===== src/cbcr_sqrt.sv =====
module cbcr_sqrt #(
    parameter int CB = 24,
    parameter int SW = 8
) (
    input  logic            clk,
    input  logic            rst_n,
    input  logic            en,
    input  logic            in_valid,
    input  logic [2*CB:0]   radicand,
    input  logic [SW-1:0]   side_in,
    output logic            out_valid,
    output logic [CB:0]     root,
    output logic [SW-1:0]   side_out
);

    localparam int N    = CB + 1;
    localparam int RW   = CB + 3;
    localparam int RADW = 2 * CB + 2;

    logic [RW-1:0]   rem_q  [N+1];
    logic [CB:0]     root_q [N+1];
    logic [RADW-1:0] rad_q  [N+1];
    logic [SW-1:0]   side_q [N+1];
    logic            vld_q  [N+1];

    assign rem_q[0]  = '0;
    assign root_q[0] = '0;
    assign rad_q[0]  = {1'b0, radicand};
    assign side_q[0] = side_in;
    assign vld_q[0]  = in_valid;

    // One root bit per stage
    for (genvar i = 0; i < N; i++)
    begin : g_stage
        logic [RW-1:0] rem_t, trial;
        logic          ge;

        always_comb
        begin
            rem_t = {rem_q[i][RW-3:0], rad_q[i][RADW-1 -: 2]};
            trial = {root_q[i], 2'b01};
            ge    = rem_t >= trial;
        end

        always_ff @(posedge clk or negedge rst_n)
        begin
            if (!rst_n)
            begin
                vld_q[i+1] <= 1'b0;
            end
            else if (en)
            begin
                vld_q[i+1] <= vld_q[i];
            end
        end

        always_ff @(posedge clk)
        begin
            if (en)
            begin
                rem_q[i+1]  <= ge ? (rem_t - trial) : rem_t;
                root_q[i+1] <= {root_q[i][CB-1:0], ge};
                rad_q[i+1]  <= rad_q[i] << 2;
                side_q[i+1] <= side_q[i];
            end
        end
    end

    assign out_valid = vld_q[N];
    assign root      = root_q[N];
    assign side_out  = side_q[N];

endmodule


===== config.mk =====
export PLATFORM = sky130hd
export DESIGN_NAME = cbcr_sqrt
export DESIGN_NICKNAME = d
export VERILOG_FILES = /design/src/cbcr_sqrt.sv
export SDC_FILE = /design/constraint.sdc
export NUM_CORES = 2
export LEC_CHECK = 0
export BUFFER_PORTS_ARGS = -buffer_cell sky130_fd_sc_hd__clkbuf_2
export CORE_MARGIN = 1.5
export CORE_UTILIZATION = 60
export CTS_CLUSTER_SIZE = 12
export DETAILED_ROUTE_END_ITERATION = 8
export MAX_ROUTING_LAYER = met4
export PLACE_DENSITY = 0.76
export SLEW_MARGIN = 15
export SYNTH_ARGS = -nofsm -noshare
export SYNTH_HDL_FRONTEND = slang
export SYNTH_SLANG_ARGS = --single-unit
export TNS_END_PERCENT = 1

===== constraint.sdc =====
create_clock -name clk -period 5.2 [get_ports clk]
set_input_delay 0.78 -clock clk [delete_from_list [all_inputs] [get_ports clk]]
set_output_delay 0.78 -clock clk [all_outputs]
set_load 0.05 [all_outputs]

After elaboration in Yosys (flattened, before gate mapping)
Index checks and enable logic that the tools add are counted.

storage, ports and cells
  register bits after elaboration = 1727
  bits of input ports = 61
  logic and storage cells = 197

cells by class
  add/sub/neg operators = 24
  $lt $le $gt $ge = 25
  mux-type cells = 24

operators with widths
  operator          count
  $mux W25          23
  $ge A27 B10 Y1    1
  $ge A27 B11 Y1    1
  $ge A27 B12 Y1    1
  $ge A27 B13 Y1    1
  $ge A27 B14 Y1    1
  $ge A27 B15 Y1    1
  $ge A27 B16 Y1    1
  $ge A27 B17 Y1    1
  $ge A27 B18 Y1    1
  $ge A27 B19 Y1    1
  $ge A27 B20 Y1    1
  $ge A27 B21 Y1    1
  $ge A27 B22 Y1    1
  $ge A27 B23 Y1    1
  $ge A27 B24 Y1    1
  $ge A27 B25 Y1    1
  $ge A27 B26 Y1    1
  $ge A27 B3 Y1     1
  $ge A27 B4 Y1     1
  $ge A27 B5 Y1     1
  $ge A27 B6 Y1     1
  $ge A27 B7 Y1     1
  $ge A27 B8 Y1     1
  other kinds (27)  27

Depth between registers and ports, before layout
  depth in word-level cells = 2
  gate-level depth with buffers = 14
  mapped depth without buffers = 12

Least setup slack after synthesis
Ideal clock, no wire load.

  path type = register to register
  from = register rem_q (netlist bit g_stage[11].rem_t[18])
  to = register rem_q (netlist bit g_stage[12].rem_t[20]) (data pin)
  setup time = 0.271 ns
  arrival = 2.878 ns
  required time = 4.929 ns
  path slack = 2.050 ns
  cell stages (with the launch flop) = 9
  clock period less this slack = 3.150 ns
  cells stage by stage = edfxtp_1 or4_1 or3_1 or4_1 or3_1 a41oi_2 a211o_1 nor4_1 xor2_1

between the ends
  word-level cells in the longest chain between the ends = 2
  elaborated cells between the ends (all ways) = 3
  those cells by class = 1 x add/sub; 1 x order compare; 1 x mux

RTL lines
  what                                                RTL line  RTL
  start: declaration                                  20        logic [RW-1:0] rem_q [N+1];
  start signal: indexed assignment                    61        rem_q[i+1] <= ge ? (rem_t - trial) : rem_t;
  $sub A25 B13 Y25 or $ge A27 B13 Y1 (tied branches)  61, 42
  $mux W25 (*)                                        61

Every way passes the cells marked *; elsewhere a longest branch is shown, timed or not.
A chain may end at the register's enable or synchronous reset.

Worst setup path after layout
  from = register rem_q (netlist bit g_stage[22].rem_t[4])
  to = register rem_q (netlist bit g_stage[23].rem_t[6]) (data pin)

between the ends
  word-level cells in the longest chain between the ends = 2
  elaborated cells between the ends (all ways) = 3
  those cells by class = 1 x add/sub; 1 x order compare; 1 x mux

RTL lines
  what                                                RTL line
  $sub A25 B24 Y25 or $ge A27 B24 Y1 (tied branches)  61, 42
  $mux W25 (*)                                        61

Marked as above.

==> flow_summary.ini <==
[sta]
period_share = 0.7557
grt_setup_unrepaired = false
setup_tns_ns = 0
slew_headroom = 0.2101
period_needed_ns = 3.930
maxSlewViolCount = 0
worst_slew_pin_slew_ns = 1.174
hold_ws_ns = 0.1534
finalHoldViolations = 0
max_freq_mhz = 254.5
setup_violations = 0
fin_skew_ns = 0.05169

[logic_synthesis]
syn_inst = 5582
synth-seq-area-share = 0.6736
syn_avg_cell_area_um2 = 13.63
syn_area_um2 = 76090
async_reset_ff_frac = 0.01461
synth_edf_count = 1686
synthesis.nets = 5992
ys_warn_count = 0
synth_ff_type = edfxtp_1
synth-seq-cells = 1711
netlist-cell-type-count = 94

[clocking]
path_clk_slew_ns = 0.06
root_buffer = clkbuf_16
cts_inserted_buffers = 174
postCtsSetupBuffers = 0
clk_latency_ns = 0.80
cts_tree = yes
clock-sinks = 1711
cts.path.max_buffers = 3
ctsHoldBuffers = 1
cts-htree-levels = 4
cts.repair.resized = 0

[pwr]
switching_power_mw = 9.663
p_per_area_nw_per_um2 = 431.3
power_frac_comb = 0.175
p_clk_frac = 0.324
p_leak_nw = 32.04
ir_drop_mv = 0.3659
fin_total_pwr_mw = 36.31
switching_share = 0.2661
seqPwrFrac = 0.502
p_int_mw = 26.65

[drt]
drt-total-wl_mm = 135.5
drc_errors = 0
ant_nets = 0
viasPerCell = 5.731
first_pass_iters = 7
wl_per_cell_um = 17.94
vias = 43280
first_iter_violations = 3433

[worst_setup_path]
reg2reg_setup_slack_ns = 1.27
end_kind = flip-flop
reg2reg_depth = 9
crit_end = g_stage[23].rem_t[6]
crit_slowest_cell = nand2_1
path_buf_inv = 0
slowest_delay_ns = 0.69
cp-start-kind = flip-flop
crit_type = reg -> reg
r2r_end = g_stage[23].rem_t[6]
crit_cells = 9
crit-reg2reg-launch = g_stage[22].rem_t[4]
cp_common_cell = a21oi_1
cp.arrival_ns = 4.45
critical_path.cell_chain = ha_1 > a211o_1 > a21oi_1 > a21oi_1 > o311ai_1 > a21oi_1 > o31ai_1 > nand2_1 > mux2_1
crit_family = compound AO/OA/AOI/OAI gates
cp_max_fo = 23
crit_required_ns = 5.72
crit_start = g_stage[22].rem_t[4]

[grt]
grt_pass1_wl_mm = 218.7
grt_max_degree = 155
antenna_found_initial = 0
grt_pass1_vias = 42340
grt_usage = 0.2167
gr-total-overflow = 0

[run_status]
outcome = completed

[placed_design]
gp_congestion = 0.9273
place_area_um2 = 78830
place_hpwl_mm = 95.06
portBuffers = 94

[worst_hold_path]
holdCritStartpoint = radicand[24]
worst_hold_path_type = in -> reg

[floorplanning]
core_um2 = 125700
io_pins = 95
num_rows = 130
die_width_um = 359.1
initial_core_util = 0.6051
die-area_um2 = 129000
die_height_um = 359.1

[final_layout]
drive_gt1_frac = 0.07983
areaGrowthSynthToFinish_pct = 10.66
nNetsFinal = 6210
final_area_um2 = 84200
fillers = 8741

[job]
drv_cap = 0
[cells by family after synthesis]
kind of cell,count (synthesis),synth area share
adder cells (fa/ha/maj),349,0.05739
AO/OA/AOI/OAI,1063,0.08742
other,1,0.00004929
multiplexers,94,0.01371
XOR/XNOR,433,0.04984
flip-flops,1711,0.6736
buffers and inverters,568,0.02851
AND/OR/NAND/NOR,1363,0.08944
[placed cells by master (no fill, tap or decap), drive strengths merged, types with 55 or more instances in the layout]
cell    Yosys  final
edfxtp   1686   1686
inv       467    471
nand2     360    360
ha        349    349
clkbuf     84    311
nor2      310    310
a21oi     302    302
o21ai     290    290
xnor2     230    230
xor2      203    203
nor3      121    121
nand3     106    106
a21o       98     98
mux2       82     82
nor4       75     75
o21a       70     70
nand2b     61     61
nand4      55     55
[power by group through the flow]
stage          Combinational, mW  Clock, mW  Sequential [mW]
2_1_floorplan               4.73          0             18.1
5_1_grt                     7.12       12.6             18.4
6_report                    6.34       11.7             18.2
3_3_place_gp                6.13          0             18.5
4_1_cts                     6.33       12.1             18.2
3_5_place_dp                6.28          0             18.5
[state kept, by name (all words and copies together) (netlist names)]
signal	flops
g_stage.rem_t	609
out_valid	1
g_stage.trial	300
side_out	8
root	25
rad_q	552
side_q	192
vld_q	24
[synthesized netlist by cell type, drive strengths merged (82+ instances only)]
| master | count | area (um2) |
|---|---|---|
| edfxtp | 1686 | 50630 |
| inv | 467 | 1753 |
| nand2 | 360 | 1351 |
| ha | 349 | 4367 |
| nor2 | 310 | 1164 |
| a21oi | 302 | 1511 |
| o21ai | 290 | 1451 |
| xnor2 | 230 | 2014 |
| xor2 | 203 | 1778 |
| nor3 | 121 | 610.6 |
| nand3 | 106 | 530.5 |
| a21o | 98 | 735.7 |
| clkbuf | 84 | 315.3 |
| mux2 | 82 | 923.4 |
[area by class of cell]
| class | instances | area (um2) | share of cell area |
|---|---|---|---|
| tap | 1650 | 2064 | 0.02452 |
| clock buffer | 218 | 4529 | 0.05379 |
| timing repair buffer | 143 | 1069 | 0.01269 |
| clock inverter | 58 | 822.0 | 0.009763 |
| antenna | 1 | 2.502 | 0.00002972 |
| sequential | 1711 | 51250 | 0.6087 |
| multi-input combinational | 3303 | 22700 | 0.2697 |
| inverter | 467 | 1753 | 0.02082 |
[metrics by stage]
stage,utilization,setup slack (ns),std cells
after detailed placement,0.6269,1.342,7273
after CTS,0.6696,1.302,7550
after global routing,0.6696,0.9573,7550
after floorplan,-,2.050,5582
final,0.6697,1.270,7551
after global placement,0.6269,1.329,7273
[how the worst min path moves through the flow]
stage	end	slack, ns	cells past startpoint
floorplan	g_stage[10].rem_t[0]	0.40	0
CTS	rad_q[1226]	0.08	1
detailed placement	g_stage[10].rem_t[1]	0.40	0
finish	rad_q[1226]	0.15	1
global route	rad_q[1226]	0.10	1
global placement	rad_q[694]	0.40	0
[layer usage]
layer / track usage / share of wire / wire length [um]
met1: 0.2757 / 0.43 / 58260
met2: 0.3571 / 0.50 / 67450
met3: 0.03311 / 0.044 / 5954
met4: 0.07434 / 0.028 / 3814
met5: - / 0 / 0
No activity file was read; power rests on OpenSTA's default activity.
