**src/cbcr_pkg.sv**
```systemverilog
package cbcr_pkg;

    // Per-item flags carried alongside the geometry through the pipeline
    typedef struct packed {
        logic pre;     // both offset magnitudes are within the doubled radius
        logic neg_x;   // x offset is negative
        logic neg_y;   // y offset is negative
    } flags_t;

    localparam int FLAGS_W = $bits(flags_t);

endpackage

```
**src/cbcr_front.sv**
```systemverilog
module cbcr_front #(
    parameter int CB = 24
) (
    input  logic                  clk,
    input  logic                  rst_n,
    input  logic                  en,
    input  logic                  in_valid,
    input  logic [CB-1:0]         circle_x,
    input  logic [CB-1:0]         circle_y,
    input  logic [CB-2:0]         circle_radius,
    input  logic [CB-1:0]         box_x,
    input  logic [CB-1:0]         box_y,
    input  logic [CB-2:0]         box_width,
    input  logic [CB-2:0]         box_height,
    output logic                  out_valid,
    output cbcr_pkg::flags_t      flags,
    output logic [CB-1:0]         abs_x,
    output logic [CB-1:0]         abs_y,
    output logic [CB-1:0]         radius2,
    output logic [2*CB:0]         sum_sq
);

    localparam int EW = CB + 3;

    logic signed [EW-1:0] cx2, cy2, bx2, by2, wx, hy;
    logic signed [EW-1:0] lo_x, hi_x, lo_y, hi_y, near_x, near_y, d_x, d_y;

    logic signed [EW-1:0] dx_reg, dy_reg;
    logic [CB-1:0]        ra_reg;
    logic                 va_reg;

    logic [EW-1:0]        adx, ady;
    logic                 pre;
    logic [2*CB-1:0]      sqx_reg, sqy_reg;
    logic [CB-1:0]        axb_reg, ayb_reg, rb_reg;
    cbcr_pkg::flags_t     flb_reg, flb_next;
    logic                 vb_reg;

    logic [2*CB:0]        sum_reg;
    logic [CB-1:0]        axc_reg, ayc_reg, rc_reg;
    cbcr_pkg::flags_t     flc_reg;
    logic                 vc_reg;

    // Clamp the doubled centre to the doubled box extent
    always_comb
    begin
        cx2    = {{2{circle_x[CB-1]}}, circle_x, 1'b0};
        cy2    = {{2{circle_y[CB-1]}}, circle_y, 1'b0};
        bx2    = {{2{box_x[CB-1]}}, box_x, 1'b0};
        by2    = {{2{box_y[CB-1]}}, box_y, 1'b0};
        wx     = {4'b0, box_width};
        hy     = {4'b0, box_height};
        lo_x   = bx2 - wx;
        hi_x   = bx2 + wx;
        lo_y   = by2 - hy;
        hi_y   = by2 + hy;
        near_x = cx2;
        if (near_x > hi_x)
        begin
            near_x = hi_x;
        end
        if (near_x < lo_x)
        begin
            near_x = lo_x;
        end
        near_y = cy2;
        if (near_y > hi_y)
        begin
            near_y = hi_y;
        end
        if (near_y < lo_y)
        begin
            near_y = lo_y;
        end
        d_x = cx2 - near_x;
        d_y = cy2 - near_y;
    end

    // Magnitudes and range test ahead of the squares
    always_comb
    begin
        adx = dx_reg[EW-1] ? -dx_reg : dx_reg;
        ady = dy_reg[EW-1] ? -dy_reg : dy_reg;
        pre = (adx <= {3'b0, ra_reg}) && (ady <= {3'b0, ra_reg});
        flb_next.pre   = pre;
        flb_next.neg_x = dx_reg[EW-1];
        flb_next.neg_y = dy_reg[EW-1];
    end

    // Valid bits
    always_ff @(posedge clk or negedge rst_n)
    begin
        if (!rst_n)
        begin
            va_reg <= 1'b0;
            vb_reg <= 1'b0;
            vc_reg <= 1'b0;
        end
        else if (en)
        begin
            va_reg <= in_valid;
            vb_reg <= va_reg;
            vc_reg <= vb_reg;
        end
    end

    // Payload: offset, squares, sum
    always_ff @(posedge clk)
    begin
        if (en)
        begin
            dx_reg  <= d_x;
            dy_reg  <= d_y;
            ra_reg  <= {circle_radius, 1'b0};
            sqx_reg <= adx[CB-1:0] * adx[CB-1:0];
            sqy_reg <= ady[CB-1:0] * ady[CB-1:0];
            axb_reg <= adx[CB-1:0];
            ayb_reg <= ady[CB-1:0];
            rb_reg  <= ra_reg;
            flb_reg <= flb_next;
            sum_reg <= {1'b0, sqx_reg} + {1'b0, sqy_reg};
            axc_reg <= axb_reg;
            ayc_reg <= ayb_reg;
            rc_reg  <= rb_reg;
            flc_reg <= flb_reg;
        end
    end

    assign out_valid = vc_reg;
    assign flags     = flc_reg;
    assign abs_x     = axc_reg;
    assign abs_y     = ayc_reg;
    assign radius2   = rc_reg;
    assign sum_sq    = sum_reg;

endmodule

```
**config.mk**
```make
export PLATFORM = sky130hd
export DESIGN_NAME = cbcr_front
export DESIGN_NICKNAME = d
export VERILOG_FILES = /design/src/cbcr_pkg.sv /design/src/cbcr_front.sv
export SDC_FILE = /design/constraint.sdc
export NUM_CORES = 2
export LEC_CHECK = 0
export ABC_AREA = 1
export BUFFER_PORTS_ARGS = -buffer_cell sky130_fd_sc_hd__buf_2
export CAP_MARGIN = 10
export CORE_UTILIZATION = 55
export CTS_BUF_LIST = sky130_fd_sc_hd__clkbuf_8 sky130_fd_sc_hd__clkbuf_16
export CTS_CLUSTER_DIAMETER = 40
export CTS_CLUSTER_SIZE = 12
export DETAILED_ROUTE_END_ITERATION = 8
export GPL_TIMING_DRIVEN = 1
export PLACE_DENSITY = 0.73
export REMOVE_ABC_BUFFERS = 1
export SLEW_MARGIN = 20
export SYNTH_ARGS = -nofsm -noshare
export SYNTH_HDL_FRONTEND = slang
export SYNTH_SLANG_ARGS = --single-unit
```
**constraint.sdc**
```tcl
create_clock -name clk -period 23.2 [get_ports clk]
set_clock_uncertainty 0.1 [all_clocks]
set_input_delay 1.16 -clock clk [delete_from_list [all_inputs] [get_ports clk]]
set_output_delay 1.16 -clock clk [all_outputs]
set_load 0.005 [all_outputs]
```
# After elaboration in Yosys (flattened, before gate mapping)
# Cells that the tools add are included.
# word_totals
ff_bits	373
latch_bits	0
mem_bits_rw	0
romBits	0
inputBits	169
output_inout_bits	125
elab_cells	45
n_memories	0
# op_classes
add_sub_neg	9
n_mul	2
div	0
order_cmp	6
n_eq_ne	0
shift	0
muxes	6
bitwise	0
n_reduce_logical	1
# ops
cell	count
2-to-1 mux 27 bit	6
multiplier 24 x 24 -> 48 bit	2
less-or-equal comparator 27 x 24 -> 1 bit	2
< comparator 27 x 26 -> 1 bit	2
negator 27 bit	2
subtractor 25 x 27 -> 27 bit	2
adder 25 x 24 -> 26 bit	2
greater-than comparator 25 x 26 -> 1 bit	2
subtractor 25 x 24 -> 26 bit	2
adder 48 x 48 -> 49 bit	1
logical AND 1 bit	1

# Logic depth before layout (Yosys ltp)
# depth
depth_word	6
depth_mapped	68
mapped_depth_nobuf	66

# Worst setup path after synthesis
# Ideal clock, no wire load.
# synth_timing
kind	input to register
start	input box_x[0]
end	register dx_reg[26] (data pin)
setup_ns	0.256
arrival_time_ns	8.806
required_ns	22.844
path_slack_ns	14.038
cell_stages	58
path_buffers	2
path_cell_list	ha_1 > fa_1 > nand2_1 > nand2_1 > a21oi_1 > nor2_1 > nor2_1 > o21bai_1 > a21oi_1 > o21bai_1 > nand3_1 > o2111ai_1 > nand2_1 > nand2_1 > a21boi_1 > o21ai_0 > nand2_1 > nand2_1 > (+22 left out) > clkbuf_1 > o21ai_0 > ha_1 > a21o_1 > a31oi_1 > o21ai_0 > nand2_1 > nand2_1 > a21boi_1 > o21ai_0 > a21boi_1 > o21ai_0 > a21boi_0 > o21ai_1 > a21oi_1 > o21ai_1 > nand2_1 > a22o_1
# synth_between
elab_chain_len	6
word_cells_on_any_way	7
cone_classes	add/sub (3); order compare (2); mux (2)
# synth_lines
element	line	text
from (decl)	cbcr_front.sv:11	input logic [CB-1:0] box_x,
adder 25 x 24 -> 26 bit	cbcr_front.sv:54	hi_x = bx2 + wx;
greater-than comparator 25 x 26 -> 1 bit	cbcr_front.sv:58	if (near_x > hi_x)
2-to-1 mux 27 bit	cbcr_front.sv:58	
< comparator 27 x 26 -> 1 bit	cbcr_front.sv:62	if (near_x < lo_x)
2-to-1 mux 27 bit *	cbcr_front.sv:62	
subtractor 25 x 27 -> 27 bit *	cbcr_front.sv:75	d_x = cx2 - near_x;
via d_x[26]	cbcr_front.sv:26	logic signed [EW-1:0] lo_x, hi_x, lo_y, hi_y, near_x, near_y, d_x, d_y;
to (signal assigned)	cbcr_front.sv:112	dx_reg <= d_x;
to (decl)	cbcr_front.sv:28	logic signed [EW-1:0] dx_reg, dy_reg;
# The timed path passes the listed nets; every way through them passes the cells marked *.
# A chain may end at the register's enable or synchronous reset.

# Final worst setup path
# Same ends and word-level chain as after synthesis.

==> impl_metrics.py <==
metrics = {
    "run_status": {
        "status": "complete, no violations",
    },
    "die": {
        "core_mm2": 0.1020,
        "ios": 294,
        "die_y_um": 323.4,
        "initial_core_util": 0.5569,
        "row_count": 117,
        "dieArea_mm2": 0.1046,
        "die_width_um": 323.4,
    },
    "yosys": {
        "synthDistinctLibCells": 64,
        "yosysMostFrequentCell": "inv_1",
        "synth_xor_area_frac": 0.04419,
        "synth_top_area_frac": 0.2998,
        "seq_area_frac_synth": 0.1947,
        "synth-edff-count": 366,
        "synth_adder_area_share": 0.4464,
        "synth_top_family_by_area": "adder cells",
        "synth_ff_type": "edfxtp_1",
        "synth-simple-area-share": 0.1289,
        "synth_async_sr_flop_share": 0.008130,
        "yosys-top-cells-count": "inv_1 (1,478), nand2_1 (932), fa_1 (851)",
        "syn-cell-area_mm2": 0.05683,
        "synthMuxAreaShare": 0.0005504,
        "ys_ff_latch": 369,
        "ys_top_cells_by_area": "fa_1 (30%), edfxtp_1 (19%), ha_1 (15%)",
        "avgSynthCellArea_um2": 8.899,
        "synth_top_area_cell": "fa_1",
        "synth_compound_area_frac": 0.07715,
        "yosys_warnings": 0,
        "synth_cells": 6386,
    },
    "global_routing": {
        "grt_pass1_vias": 45580,
        "grt_start_max_net_pins": 96,
        "antenna_found_initial": 6,
        "grt-ovfl-total": 0,
        "grt_usage": 0.2936,
        "grt_pass1_wl_mm": 237.9,
    },
    "critical_path": {
        "max_stage_delay_ps": 560,
        "critPathBufInv": 5,
        "critPathArrivalTime_ps": 10920,
        "crit_top_cell": "nand2_1",
        "path_delay_family": "compound AO/OA/AOI/OAI gates",
        "r2r_setup_slack_ps": 12700,
        "ff2ff_path_depth": 38,
        "endpoint_kind": "register",
        "crit_slowest_cell": "nand3_2",
        "critPathKind": "in2reg",
        "startpoint_type": "input pin",
        "worstPathRequired_ps": 23500,
        "worst_r2r_startpoint": "dy_reg[0]",
        "reg2reg_to": "sqy_reg[47]",
        "crit_fanout": 40,
    },
    "routing": {
        "ant_nets": 0,
        "wl_per_cell_um": 18.38,
        "dr.max_layer_used": "met5",
        "wl_mm": 148.6,
        "met1_length_mm": 60.48,
        "dr.pass1.iters": 5,
        "wl_met2_mm": 68.38,
        "vias": 43320,
        "via_per_inst": 5.358,
        "drt_iter0_markers": 2818,
        "drc": 0,
        "wl_met3_mm": 12.90,
    },
    "clocking": {
        "clk_path_buf_depth": 3,
        "clkTransAtPathRegs_ps": 50,
        "cts_root_buffer": "clkbuf_16",
        "cts_made_buffers": 61,
        "cts_setup_buffers": 0,
        "h-tree-depth": 2,
        "postCtsHoldBufs": 0,
        "cts_sinks": 369,
        "cts-resized-gates": 0,
        "cts_tree": "yes",
        "clock_latency_ps": 650,
    },
    "placement": {
        "place_congestion": 0.9533,
        "portBuffers": 292,
        "dp_hpwl_mm": 121.3,
    },
    "timing": {
        "tightest_slew_ps": 1114,
        "setup_violations": 0,
        "finalCriticalPeriod_ps": 10620,
        "fin_crit_sh": 0.4576,
        "max_slew_margin": 0.2555,
        "fmax_mhz": 94.19,
        "tns_ps": 0,
        "rsz0062_at_grt": "no",
        "slew_viol_final": 0,
        "final_hold_viol_count": 0,
    },
    "finish": {
        "nets": 8352,
        "largest_reg_flops": 49,
        "fillers": 8852,
        "antennaDiodeCount": 0,
        "layout-drive-gt1-share": 0.07862,
        "syn_to_final_growth_pct": 8.992,
    },
    "run": {
        "max_cap_viol_count": 0,
    },
    "hold_path": {
        "min-delay-path-class": "in2async",
    },
}
[final cells by class]
cell class | instances | area, µm² | share of cell area
clock inverters | 52 | 551.8 | 0.008909
repair buffers | 336 | 1802 | 0.02909
flip-flops and latches | 369 | 11070 | 0.1787
well taps | 1368 | 1712 | 0.02764
multi-input cells | 4392 | 39630 | 0.6398
clock buffers | 61 | 1526 | 0.02465
inverters | 1506 | 5653 | 0.09127
[kinds of logic after synthesis]
| group | after synthesis |
|---|---|
| AOI/OAI and AO/OA | 781 |
| xor gates and xnor gates | 285 |
| adders and majority gates | 1517 |
| DFF | 369 |
| buffers and inverters | 1625 |
| muxes | 3 |
| other | 1 |
| and+or+nand+nor | 1805 |
[metrics by stage]
stage                     utilization  hold slack [ps]  instance area (µm²)  std cells  setup WS (ps)
final                          0.6070            189.2                61940       8084          12580
after global routing           0.6070            164.7                61940       8084          11320
after CTS                      0.6070            151.8                61940       8084          12660
after global placement         0.5867            300.6                59860       7971          12160
after floorplan                     -            300.3                56350       6267          13060
after detailed placement       0.5867            304.5                59860       7971          12000
[layout by cell type (no fill, tap or decap), types with 36 or more instances in the layout]
cell	count
a31oi_1	40
a21oi_1	364
buf_4	44
clkbuf_16	61
inv_1	1481
fa_1	851
xor2_1	220
xnor2_1	63
edfxtp_1	366
ha_1	666
o21ai_0	208
nor3_1	50
nand3_1	108
nor2_1	600
nand2_1	932
buf_2	291
nand4_1	36
[routing by layer]
layer | up-vias | GRT usage
li1 | 20470 | -
met1 | 20910 | 0.3714
met2 | 1567 | 0.4824
met3 | 363 | 0.07231
met4 | 8 | 0.1183
met5 | - | 0
[worst register-to-register path, delay by kind of cell, from the launching register on]
family | cells | cell delay [ps]
AO/OA/AOI/OAI | 5 | 1010
XOR/XNOR | 1 | 150
adder cells (fa/ha/maj) | 8 | 3930
buffers and inverters | 10 | 1610
flip-flops | 1 | 430
AND/OR/NAND/NOR | 14 | 3030
[how the worst max path moves through the flow]
stage | cells after the start | startpoint | endpoint | slack (ps)
floorplan | 59 | box_x[0] | dx_reg[26] | 13060
global placement | 59 | box_x[0] | dx_reg[26] | 12160
detailed placement | 58 | box_x[0] | dx_reg[26] | 12000
CTS | 38 | dy_reg[0] | sqy_reg[47] | 12660
global route | 58 | box_x[0] | dx_reg[26] | 11320
finish | 58 | box_x[0] | dx_reg[26] | 12580
Power is not shown: default switching activity piles up to over one toggle a cycle in this logic, so the estimate is an artifact.
